File: config.mk
export PLATFORM = sky130hd
export DESIGN_NAME = periodic_timer_scheduler
export DESIGN_NICKNAME = d
export VERILOG_FILES = /design/src/design/pts_pkg.sv /design/src/design/periodic_timer_scheduler.sv /design/src/design/pts_ram.sv
export SDC_FILE = /design/constraint.sdc
export NUM_CORES = 2
export LEC_CHECK = 0
export ABC_AREA = 1
export BUFFER_PORTS_ARGS = -buffer_cell sky130_fd_sc_hd__buf_4
export CAP_MARGIN = 40
export CORE_ASPECT_RATIO = 0.75
export CORE_MARGIN = 1.5
export CORE_UTILIZATION = 49
export DETAILED_ROUTE_END_ITERATION = 10
export HOLD_SLACK_MARGIN = 0.1
export PLACE_DENSITY_LB_ADDON = 0.15
export SLEW_MARGIN = 20
export SYNTH_ARGS = -nofsm -noshare
export SYNTH_HDL_FRONTEND = slang
export SYNTH_SLANG_ARGS = --single-unit
export TNS_END_PERCENT = 100
File: constraint.sdc
create_clock -name clk -period 18.05 [get_ports clk]
set_input_delay 3.61 -clock clk [delete_from_list [all_inputs] [get_ports clk]]
set_output_delay 3.61 -clock clk [all_outputs]
set_load 0.02 [all_outputs]
File: src/design/pts_pkg.sv
// ----------------------------------------------------------------------------
// Periodic timer scheduler package
// Transaction types, codes and shared constants.
// ----------------------------------------------------------------------------
`timescale 1ns / 1ps
package pts_pkg;
  localparam logic [1:0] OP_ADD    = 2'd0;
  localparam logic [1:0] OP_DELETE = 2'd1;
  localparam logic [1:0] OP_TICK   = 2'd2;

  localparam logic [1:0] ST_OK        = 2'd0;
  localparam logic [1:0] ST_FULL      = 2'd1;
  localparam logic [1:0] ST_ZERO      = 2'd2;
  localparam logic [1:0] ST_NOT_FOUND = 2'd3;

  typedef struct packed {
    logic [1:0]  opcode;
    logic [31:0] timer_id;
    logic [63:0] interval;
    logic [63:0] now;
  } cmd_t;

  typedef struct packed {
    logic [1:0]  status;
    logic [31:0] result_id;
    logic        fired;
    logic        last;
  } rsp_t;

  typedef struct packed {
    logic [31:0] id;
    logic [63:0] due;
    logic [63:0] period;
  } entry_t;

  typedef enum logic [2:0] {
    S_IDLE, S_SCAN, S_DEL, S_FIRE, S_DONE
  } state_t;

  function automatic logic [63:0] sat_add(input logic [63:0] a, input logic [63:0] b);
    logic [64:0] s;
    s = {1'b0, a} + {1'b0, b};
    return s[64] ? {64{1'b1}} : s[63:0];
  endfunction
endpackage

File: src/design/periodic_timer_scheduler.sv
// ----------------------------------------------------------------------------
// Periodic timer scheduler
// Table of periodic timers in one RAM; add, delete and tick commands.
// ----------------------------------------------------------------------------
// Usage:
//   A command transaction is taken at a clock edge with start high and busy
//   low. Results appear on rsp for one cycle each, marked by done; the last
//   result of a command has rsp.last set. The receiver cannot stall.
//   Add and unknown commands: an add with a nonzero interval and a free slot
//   writes the table at the accepting edge, and the single result follows in
//   the next cycle. Delete: a scan of the table RAM, one slot a cycle, then
//   the single result.
//   Tick: each fired timer costs one scan plus a write-back, plus one final
//   scan that finds nothing due. Each fired id is held until the next scan
//   ends, so the final one can carry last. The table RAM has one read port,
//   so every scan reads one slot at a time. Valid bits live in flip-flops.
//   Busy drops in the cycle after the last result; the next command can be
//   taken there. Reset clears all valid bits and sets the next id to one;
//   the block is ready in the cycle after reset.
// ----------------------------------------------------------------------------
`timescale 1ns / 1ps
module periodic_timer_scheduler #(
  parameter int TIMER_SLOTS = 16
) (
  input  logic          clk,
  input  logic          rst,
  input  logic          start,
  input  pts_pkg::cmd_t cmd,
  output logic          busy,
  output logic          done,
  output pts_pkg::rsp_t rsp
);
  import pts_pkg::*;

  localparam int AW = (TIMER_SLOTS > 1) ? $clog2(TIMER_SLOTS) : 1;
  localparam int CW = $clog2(TIMER_SLOTS + 1);
  localparam int NW = $clog2(TIMER_SLOTS + 2);

  state_t state, state_next;
  cmd_t   op;
  logic [TIMER_SLOTS-1:0] valid;
  logic [31:0] next_id;
  logic [CW-1:0] idx;
  logic          rd_pend;
  logic [AW-1:0] rd_slot;
  logic          best_ok;
  logic [AW-1:0] best_slot;
  entry_t        best;
  logic          found;
  logic [NW-1:0] nfired;
  logic [31:0]   last_id;

  logic          ram_we;
  logic [AW-1:0] ram_waddr, ram_raddr;
  entry_t        ram_wdata, ram_rdata;

  pts_ram #(.WIDTH($bits(entry_t)), .DEPTH(TIMER_SLOTS)) u_ram (
    .clk(clk), .we(ram_we), .waddr(ram_waddr), .wdata(ram_wdata),
    .raddr(ram_raddr), .rdata(ram_rdata)
  );

  logic scan_end;
  logic hit_due, better;
  logic hit_del;
  assign scan_end = (idx == CW'(TIMER_SLOTS)) && !rd_pend;
  assign ram_raddr = idx[AW-1:0];
  assign hit_due = rd_pend && valid[rd_slot] && (ram_rdata.due < op.now);
  assign better = !best_ok || (ram_rdata.due < best.due) ||
                  ((ram_rdata.due == best.due) && (ram_rdata.id < best.id));
  assign hit_del = rd_pend && valid[rd_slot] && (ram_rdata.id == op.timer_id);

  logic free_any;
  logic [AW-1:0] free_slot;
  always_comb begin
    free_any  = 1'b0;
    free_slot = '0;
    for (int i = TIMER_SLOTS - 1; i >= 0; i--) begin
      if (!valid[i]) begin
        free_any  = 1'b1;
        free_slot = AW'(i);
      end
    end
  end

  always_comb begin
    state_next = state;
    case (state)
      S_IDLE: if (start) begin
        if (cmd.opcode == OP_TICK) state_next = S_SCAN;
        else if (cmd.opcode == OP_DELETE) state_next = S_DEL;
        else state_next = S_DONE;
      end
      S_SCAN: if (scan_end) state_next = (best_ok && (nfired < NW'(TIMER_SLOTS)))
                                          ? S_FIRE : S_DONE;
      S_DEL:  if (scan_end) state_next = S_DONE;
      S_FIRE: state_next = S_SCAN;
      S_DONE: state_next = S_IDLE;
      default: state_next = S_IDLE;
    endcase
  end

  always_comb begin
    ram_we    = 1'b0;
    ram_waddr = best_slot;
    ram_wdata = best;
    done      = 1'b0;
    rsp       = '0;
    busy      = (state != S_IDLE);
    case (state)
      S_IDLE: begin
        ram_waddr = free_slot;
        ram_wdata = '{id: next_id, due: sat_add(cmd.now, cmd.interval),
                      period: cmd.interval};
        ram_we    = start && (cmd.opcode == OP_ADD) && (cmd.interval != '0) && free_any;
      end
      S_FIRE: begin
        ram_we        = 1'b1;
        ram_wdata.due = sat_add(op.now, best.period);
        done          = (nfired != '0);
        rsp           = '{status: ST_OK, result_id: last_id, fired: 1'b1, last: 1'b0};
      end
      S_DONE: begin
        done     = 1'b1;
        rsp.last = 1'b1;
        case (op.opcode)
          OP_ADD: begin
            if (op.interval == '0) rsp.status = ST_ZERO;
            else if (!found) rsp.status = ST_FULL;
            else rsp.result_id = op.timer_id;
          end
          OP_DELETE: rsp.status = found ? ST_OK : ST_NOT_FOUND;
          OP_TICK: if (nfired != '0) begin
            rsp = '{status: ST_OK, result_id: last_id, fired: 1'b1, last: 1'b1};
          end
          default: rsp.status = ST_OK;
        endcase
      end
      default: ;
    endcase
  end

  // Hold each fired id until the next scan ends; FIRE emits the held one,
  // DONE emits the newest with last set.
  always_ff @(posedge clk) begin
    if (rst) begin
      state   <= S_IDLE;
      valid   <= '0;
      next_id <= 32'd1;
    end else begin
      state <= state_next;
      if (state == S_IDLE && start && cmd.opcode == OP_ADD &&
          cmd.interval != '0 && free_any) begin
        valid[free_slot] <= 1'b1;
        next_id <= next_id + 32'd1;
      end
      if (state == S_DEL && hit_del) begin
        valid[rd_slot] <= 1'b0;
      end
    end
  end

  always_ff @(posedge clk) begin
    if (rst) begin
      rd_pend <= 1'b0;
      idx     <= '0;
    end else begin
      case (state)
        S_IDLE: begin
          rd_pend <= 1'b0;
          idx     <= '0;
        end
        S_SCAN, S_DEL: begin
          rd_pend <= (idx != CW'(TIMER_SLOTS));
          if (idx != CW'(TIMER_SLOTS)) idx <= idx + CW'(1);
        end
        default: begin
          rd_pend <= 1'b0;
          idx     <= '0;
        end
      endcase
    end
    rd_slot <= idx[AW-1:0];
    case (state)
      S_IDLE: begin
        op.opcode   <= cmd.opcode;
        op.interval <= cmd.interval;
        op.now      <= cmd.now;
        op.timer_id <= (cmd.opcode == OP_ADD) ? next_id : cmd.timer_id;
        best_ok     <= 1'b0;
        found       <= (cmd.opcode == OP_ADD) && free_any;
        nfired      <= '0;
      end
      S_SCAN: if (hit_due && better) begin
        best_ok   <= 1'b1;
        best      <= ram_rdata;
        best_slot <= rd_slot;
      end
      S_DEL: if (hit_del) found <= 1'b1;
      S_FIRE: begin
        best_ok <= 1'b0;
        nfired  <= nfired + NW'(1);
        last_id <= best.id;
      end
      default: ;
    endcase
  end
endmodule

File: src/design/pts_ram.sv
// ----------------------------------------------------------------------------
// Generic RAM
// One write port, one read port, registered read data.
// ----------------------------------------------------------------------------
`timescale 1ns / 1ps
module pts_ram #(
  parameter int WIDTH = 8,
  parameter int DEPTH = 16
) (
  input  logic                                          clk,
  input  logic                                          we,
  input  logic [((DEPTH > 1) ? $clog2(DEPTH) : 1)-1:0] waddr,
  input  logic [WIDTH-1:0]                              wdata,
  input  logic [((DEPTH > 1) ? $clog2(DEPTH) : 1)-1:0] raddr,
  output logic [WIDTH-1:0]                              rdata
);
  logic [WIDTH-1:0] mem [DEPTH];

  always_ff @(posedge clk) begin
    if (we) begin
      mem[waddr] <= wdata;
    end
    rdata <= mem[raddr];
  end
endmodule

* After elaboration in Yosys (flattened, before gate mapping)
Memory sizes are Yosys's and may differ from the RTL's. A register that Yosys moved wholly into a read port is not among the register bits.
Index checks and enable logic that the tools add are counted.
** Operators by class
- Add/subtract/negate cells :: 5
- $lt $le $gt $ge :: 8
- Equal/unequal tests :: 17
- Multiplexer cells :: 74
- Bitwise logic cells :: 4
- Reduce and logical (&&, ||, !) cells :: 39
** Operators by type and width (number)
- $mux 64 :: 3
- $add 64x64->65 :: 2
- $lt 64x64->1 :: 2
- $mux 32 :: 4
- $pmux 64 s2 :: 1
- $pmux 36 s2 :: 1
- $mux 4 :: 17
- $eq 64x64->1 :: 1
- $logic_not 64->1 :: 1
- $pmux 32 s2 :: 1
- $reduce_bool 64->1 :: 1
- $mux 16 :: 3
- $mux 34 :: 1
- $add 32x1->32 const B :: 1
- $eq 32x32->1 :: 1
- $lt 32x32->1 :: 1
- $mux 1 :: 24
- $logic_and 1x1->1 :: 18
- $mux 3 :: 6
- $and 16x16->16 :: 1
- $not 16->16 :: 1
- $or 16x16->16 :: 1
- $pmux 3 s4 :: 1
- $add 5x1->5 const B :: 2
- other kinds (28) :: 52
** Word-level totals
- Bits in registers :: 426
- Memory bits (writable) :: 2560
- Output and inout port bits :: 38
- Logic and storage cells :: 166
- Memories kept :: 1
** Memories
- u_ram.mem :: words 16, width 160, rd ports 1, clocked after Yosys merged registers in 1, wr ports 1, line pts_ram.sv:17 : logic [WIDTH-1:0] mem [DEPTH];

* Logic depth before layout (Yosys ltp)
- Depth in word-level cells :: 25
- Depth in mapped cells :: 19

* By module
From an unflattened synthesis, not the netlist that was laid out.
** Unflattened totals
- Cells, all modules :: 14145
- Area, all modules :: 142659.3 um2
** Modules (own cells, without submodules)
- pts_ram :: times used 1, cells an instance 9723, area each 109735.2 um2
- periodic_timer_scheduler :: times used 1, cells an instance 4422, area each 32924.1 um2

* Least setup slack after synthesis
No wires, ideal clock.
- Path type :: input-to-reg
- Start :: input cmd[160] (netlist bit)
- End :: memory u_ram.mem[0][0] (netlist bit), enable pin
- Data arrival time :: 11.305 ns
- Path slack :: 6.062 ns
- Cell stages on the path :: 9
- Buffers on the path :: 1
- Cells stage by stage :: inv_1 > ha_1 > clkbuf_1 > o21ai_1 > nor2_1 > nand2_1 > nand2_1 > nand3_1 > nor2_1
** On the way
- Longest elaborated chain between the ends :: 7
** RTL lines
- start, declared :: line periodic_timer_scheduler.sv:28 : input pts_pkg::cmd_t cmd,
- $logic_not 2->1 :: line periodic_timer_scheduler.sv:114 : ram_we = start && (cmd.opcode == OP_ADD) && (cmd.interval != '0) && free_any;
- $logic_and 1x1->1 (3 in series) :: line periodic_timer_scheduler.sv:114
- $pmux 1 s2 :: line periodic_timer_scheduler.sv:109 : case (state)
- $mux 1 :: line pts_ram.sv:20 : if (we) begin
- $mux 1 (implied by the code) :: line pts_ram.sv:21 : mem[waddr] <= wdata;
- end, declared :: line pts_ram.sv:17
Every way passes these cells.

* Final worst setup path
- Start :: input cmd[160] (netlist bit)
- End :: memory u_ram.mem[8][26] (netlist bit), enable pin
The elaborated chain is that of the path after synthesis.

==> results.md <==
Drt:
- Before antenna repair, the detailed router went through 8 iterations.
- The average wire length per cell after detail routing is 29.3 um.
- The overall routed net length is 454,000 um.
- The post-detailed-route count of antenna-violating nets is 0.
- The post-detailed-route DRC marker count is 0.
- The average via count per standard cell is 6.13.
- The count of vias placed by the detailed router is 94,900.
- For this block, the initial DRC count from the detailed router was 12,200.

Logic synthesis:
- The mapped netlist covers 0.134 mm^2.
- The portion of the post-synthesis area used by sequential elements is 69.0%.
- The mean instance size in the synthesized netlist is 11.6 um^2.
- Yosys mapped a number of flops with a built-in enable equal to 2,925.
- The number of nets handed over by synthesis was 12,000.
- Counting flops with an async set or reset pin after synthesis yields a share of 0%.
- The dominant synthesized flop cell is edfxtp_1.
- In this run, synthesis produced a sequential element count of 3,146.
- The synthesized instance count is 11,500.
- The count of warnings emitted by yosys is 0.
- Counting distinct cell types in the post-synthesis netlist gives 55.

CTS:
- In this run the post-CTS setup repair buffer count came out at 0.
- After clock tree synthesis, the clock-pin slew on the worst setup and hold paths is 0.06 ns.
- The tree is rooted in a clkbuf_16.
- The buffer levels on the longest clock path is 4.
- The post-cts gate resize count is 0.
- The clock reaches the later pin of the worst-skew pair after 0.89 ns.
- TritonCTS built the clock tree.
- The total clock buffers created by CTS is 313.
- Buffers inserted to repair hold after CTS numbered 0.
- CTS saw 3,146 sinks.
- The maximum level of the CTS H-tree is 5.

Critical path:
- The largest single stage delay on the critical path is 0.75 ns.
- The data required time at the worst endpoint is 18.56 ns.
- The signal on the critical path passes through buf_4, inv_1, ha_2, buf_4, o21ai_1, nor2_1, nand2_1, nand2_1, nand3_1, nor2_4, buf_4, buf_16, buf_4, buf_4.
- The critical-path maximum fanout is 60.
- In this design, the critical path's most frequently occurring cell is buf_4.
- At the worst endpoint, the arrival time is 8.69 ns.
- The sort of element at the start of the critical path is an input pin.
- The kind of capture point of the worst setup path is a flop.
- The critical path is of the in -> reg type.
- The cell type of the slowest stage on the worst timing path is nor2_4.

STA:
- The shortest clock period the worst path allows after layout is 8.18 ns.
- The final critical-path share of the clock period is 45.3%.
- At the pin with the least slew margin, the transition time is 1.21 ns.
- In the final timing run, aggregate negative setup slack is 0 ns.
- Setup repair after global routing left no endpoint under its margin.
- Timing would allow up to 122 MHz.
- The final number of setup-violating endpoints is 0.
- The number of pins with negative max-slew slack in the final report is 0.
- The tightest hold margin is 0.399 ns.
- The final number of hold-violating endpoints was 0.
- The normalized max-slew margin is 19.6%.
- For the final database, setup skew stands at 0.0583 ns.

Final layout:
- Once layout is complete, the cells apart from fillers number 15,500.
- After the last flow step, the layout net total stands at 12,100.
- The filler cell count is 22,500.
- The area growth from synthesis to layout is 12.3%.
- In the layout the commonest cells are edfxtp_1, nor2_1, o21ai_0.
- In the final layout, the share of cells above drive strength 1 is 8.08%.
- The most common library cell in the layout ignoring fill and taps is edfxtp_1.

Placed design:
- The quantity of I/O buffers inserted on ports is 202.
- Summed over all nets, the half-perimeter wirelength after detailed placement is 294,000 um.
- The instance count after placement with tap cells included is 14,900.
- The final weighted congestion in routability-driven placement is 1.04.

Die:
- The die footprint is 0.276 mm^2.
- The number of primary I/O pins is 203.
- The area of the core is 0.270 mm^2.
- The y dimension of the die is 456 um.
- The x dimension of the die is 606 um.
- In this run the core area contains 165 standard-cell rows.
- The initial core utilization is 49.5%.

Power and ir drop:
- The design draws 20.5 mW.
- In this run the power density over the cells is 137 mW/mm^2.
- VDD sags by at most 97.3 uV.
- The analysis attributes to cell leakage a power of 52.5 nW.

Global route:
- The initial antenna violation count is 32.
- The maximum number of pins on one net before global-route repair is 232.
- The number of global-route vias before repair came to 89,400.
- The combined global-route utilization of all metal layers is 32.3%.
- The remaining global-route overflow is 0.
- The first-pass GRT wire length is 645,000 um.

Flow run:
- Across the run, the number of max-cap violations was 0.

Min path:
- The tightest min-delay check is of the reg -> reg type.

Outcome:
- The flow ran to the end, and the final reports show no timing, DRC or antenna violations.
==> synth_stat cells (73+ instances only) <==
| cell type | instances | area share, % |
|---|---|---|
| a21oi_1 | 356 | 1.3 |
| o22ai_1 | 384 | 1.8 |
| edfxtp_1 | 2925 | 66 |
| inv_1 | 604 | 1.7 |
| nand2_1 | 1446 | 4.1 |
| xor2_1 | 96 | 0.63 |
| nor2_1 | 1731 | 4.9 |
| clkbuf_1 | 514 | 1.4 |
| nand4_1 | 73 | 0.34 |
| o221ai_1 | 265 | 1.7 |
| dfxtp_1 | 221 | 3.3 |
| nand3_1 | 580 | 2.2 |
| ha_1 | 294 | 2.7 |
| o21ai_0 | 1475 | 5.5 |
==> worst max-delay path, delay by kind of cell <==
| family | cells | cell delay, ns |
|---|---|---|
| adder cells (fa/ha/maj) | 1 | 0.17 |
| AND/OR/NAND/NOR | 5 | 1.77 |
| AO/OA/AOI/OAI | 1 | 0.19 |
| buffers and inverters | 7 | 2.66 |
==> stage by stage <==
step                      utilization [%]  setup slack (ns)  instance area, um^2
after global placement               51.4              8.88               139000
final                                55.6              9.87               150000
after global routing                 55.6              9.75               150000
after floorplan                         -              6.06               134000
after CTS                            55.4              9.76               150000
after detailed placement             51.6              8.82               140000
==> layout make-up <==
class,instances,area (um^2),area share [%]
sequential,3146,92300,61.4
multi-input combinational,7152,37000,24.6
clock buffer,422,8620,5.74
tap,3590,4490,2.99
timing repair buffer,416,4040,2.69
inverter,617,2370,1.58
clock inverter,145,1480,0.982
antenna,6,15.0,0.00999
==> worst paths after layout <==
path                                end  cells past startpoint  slack [ns]               startpoint
min reg2reg          best[20]$_DFFE_PP_                      0        0.40  u_ram.rdata[20]$_DFF_P_
max          u_ram.mem[8][26]$_DFFE_PP_                     14        9.87                 cmd[160]
max reg2reg  u_ram.mem[8][26]$_DFFE_PP_                     13       11.96    state[2]$_SDFFE_PP0P_
min                  best[20]$_DFFE_PP_                      0        0.40  u_ram.rdata[20]$_DFF_P_
==> metal layers <==
metal / track usage (%) / wire [um]
met1: 48.0 / 196000
met2: 47.9 / 199000
met3: 6.30 / 43400
met4: 9.83 / 14800
met5: 0 / 191
==> state kept, by name, summed over array words and instances, names as in the netlist <==
signal	flops
u_ram.mem	2560
op	162
best	160
u_ram.rdata	160
last_id	32
next_id	32
valid	16
idx	5
nfired	5
best_slot	4
rd_slot	4
state	3
best_ok	1
found	1
rd_pend	1
==> where the power goes <==
group | switching (mW) | internal (mW) | leakage [nW]
sequential | 0.335 | 9.33 | 28.4
combinational | 3.37 | 0.968 | 19.1
clock | 2.80 | 3.72 | 4.92
==> kinds of logic after synthesis <==
logic type	count (synthesis)	share of synthesized area [%]
compound gates	2756	11.8
xor+xnor	110	0.720
fa+ha+maj	296	2.78
buf+inv	1223	3.54
flops	3146	69.0
mux	5	0.0421
simple gates	3985	12.1
No activity file was read; power rests on OpenSTA's default activity.
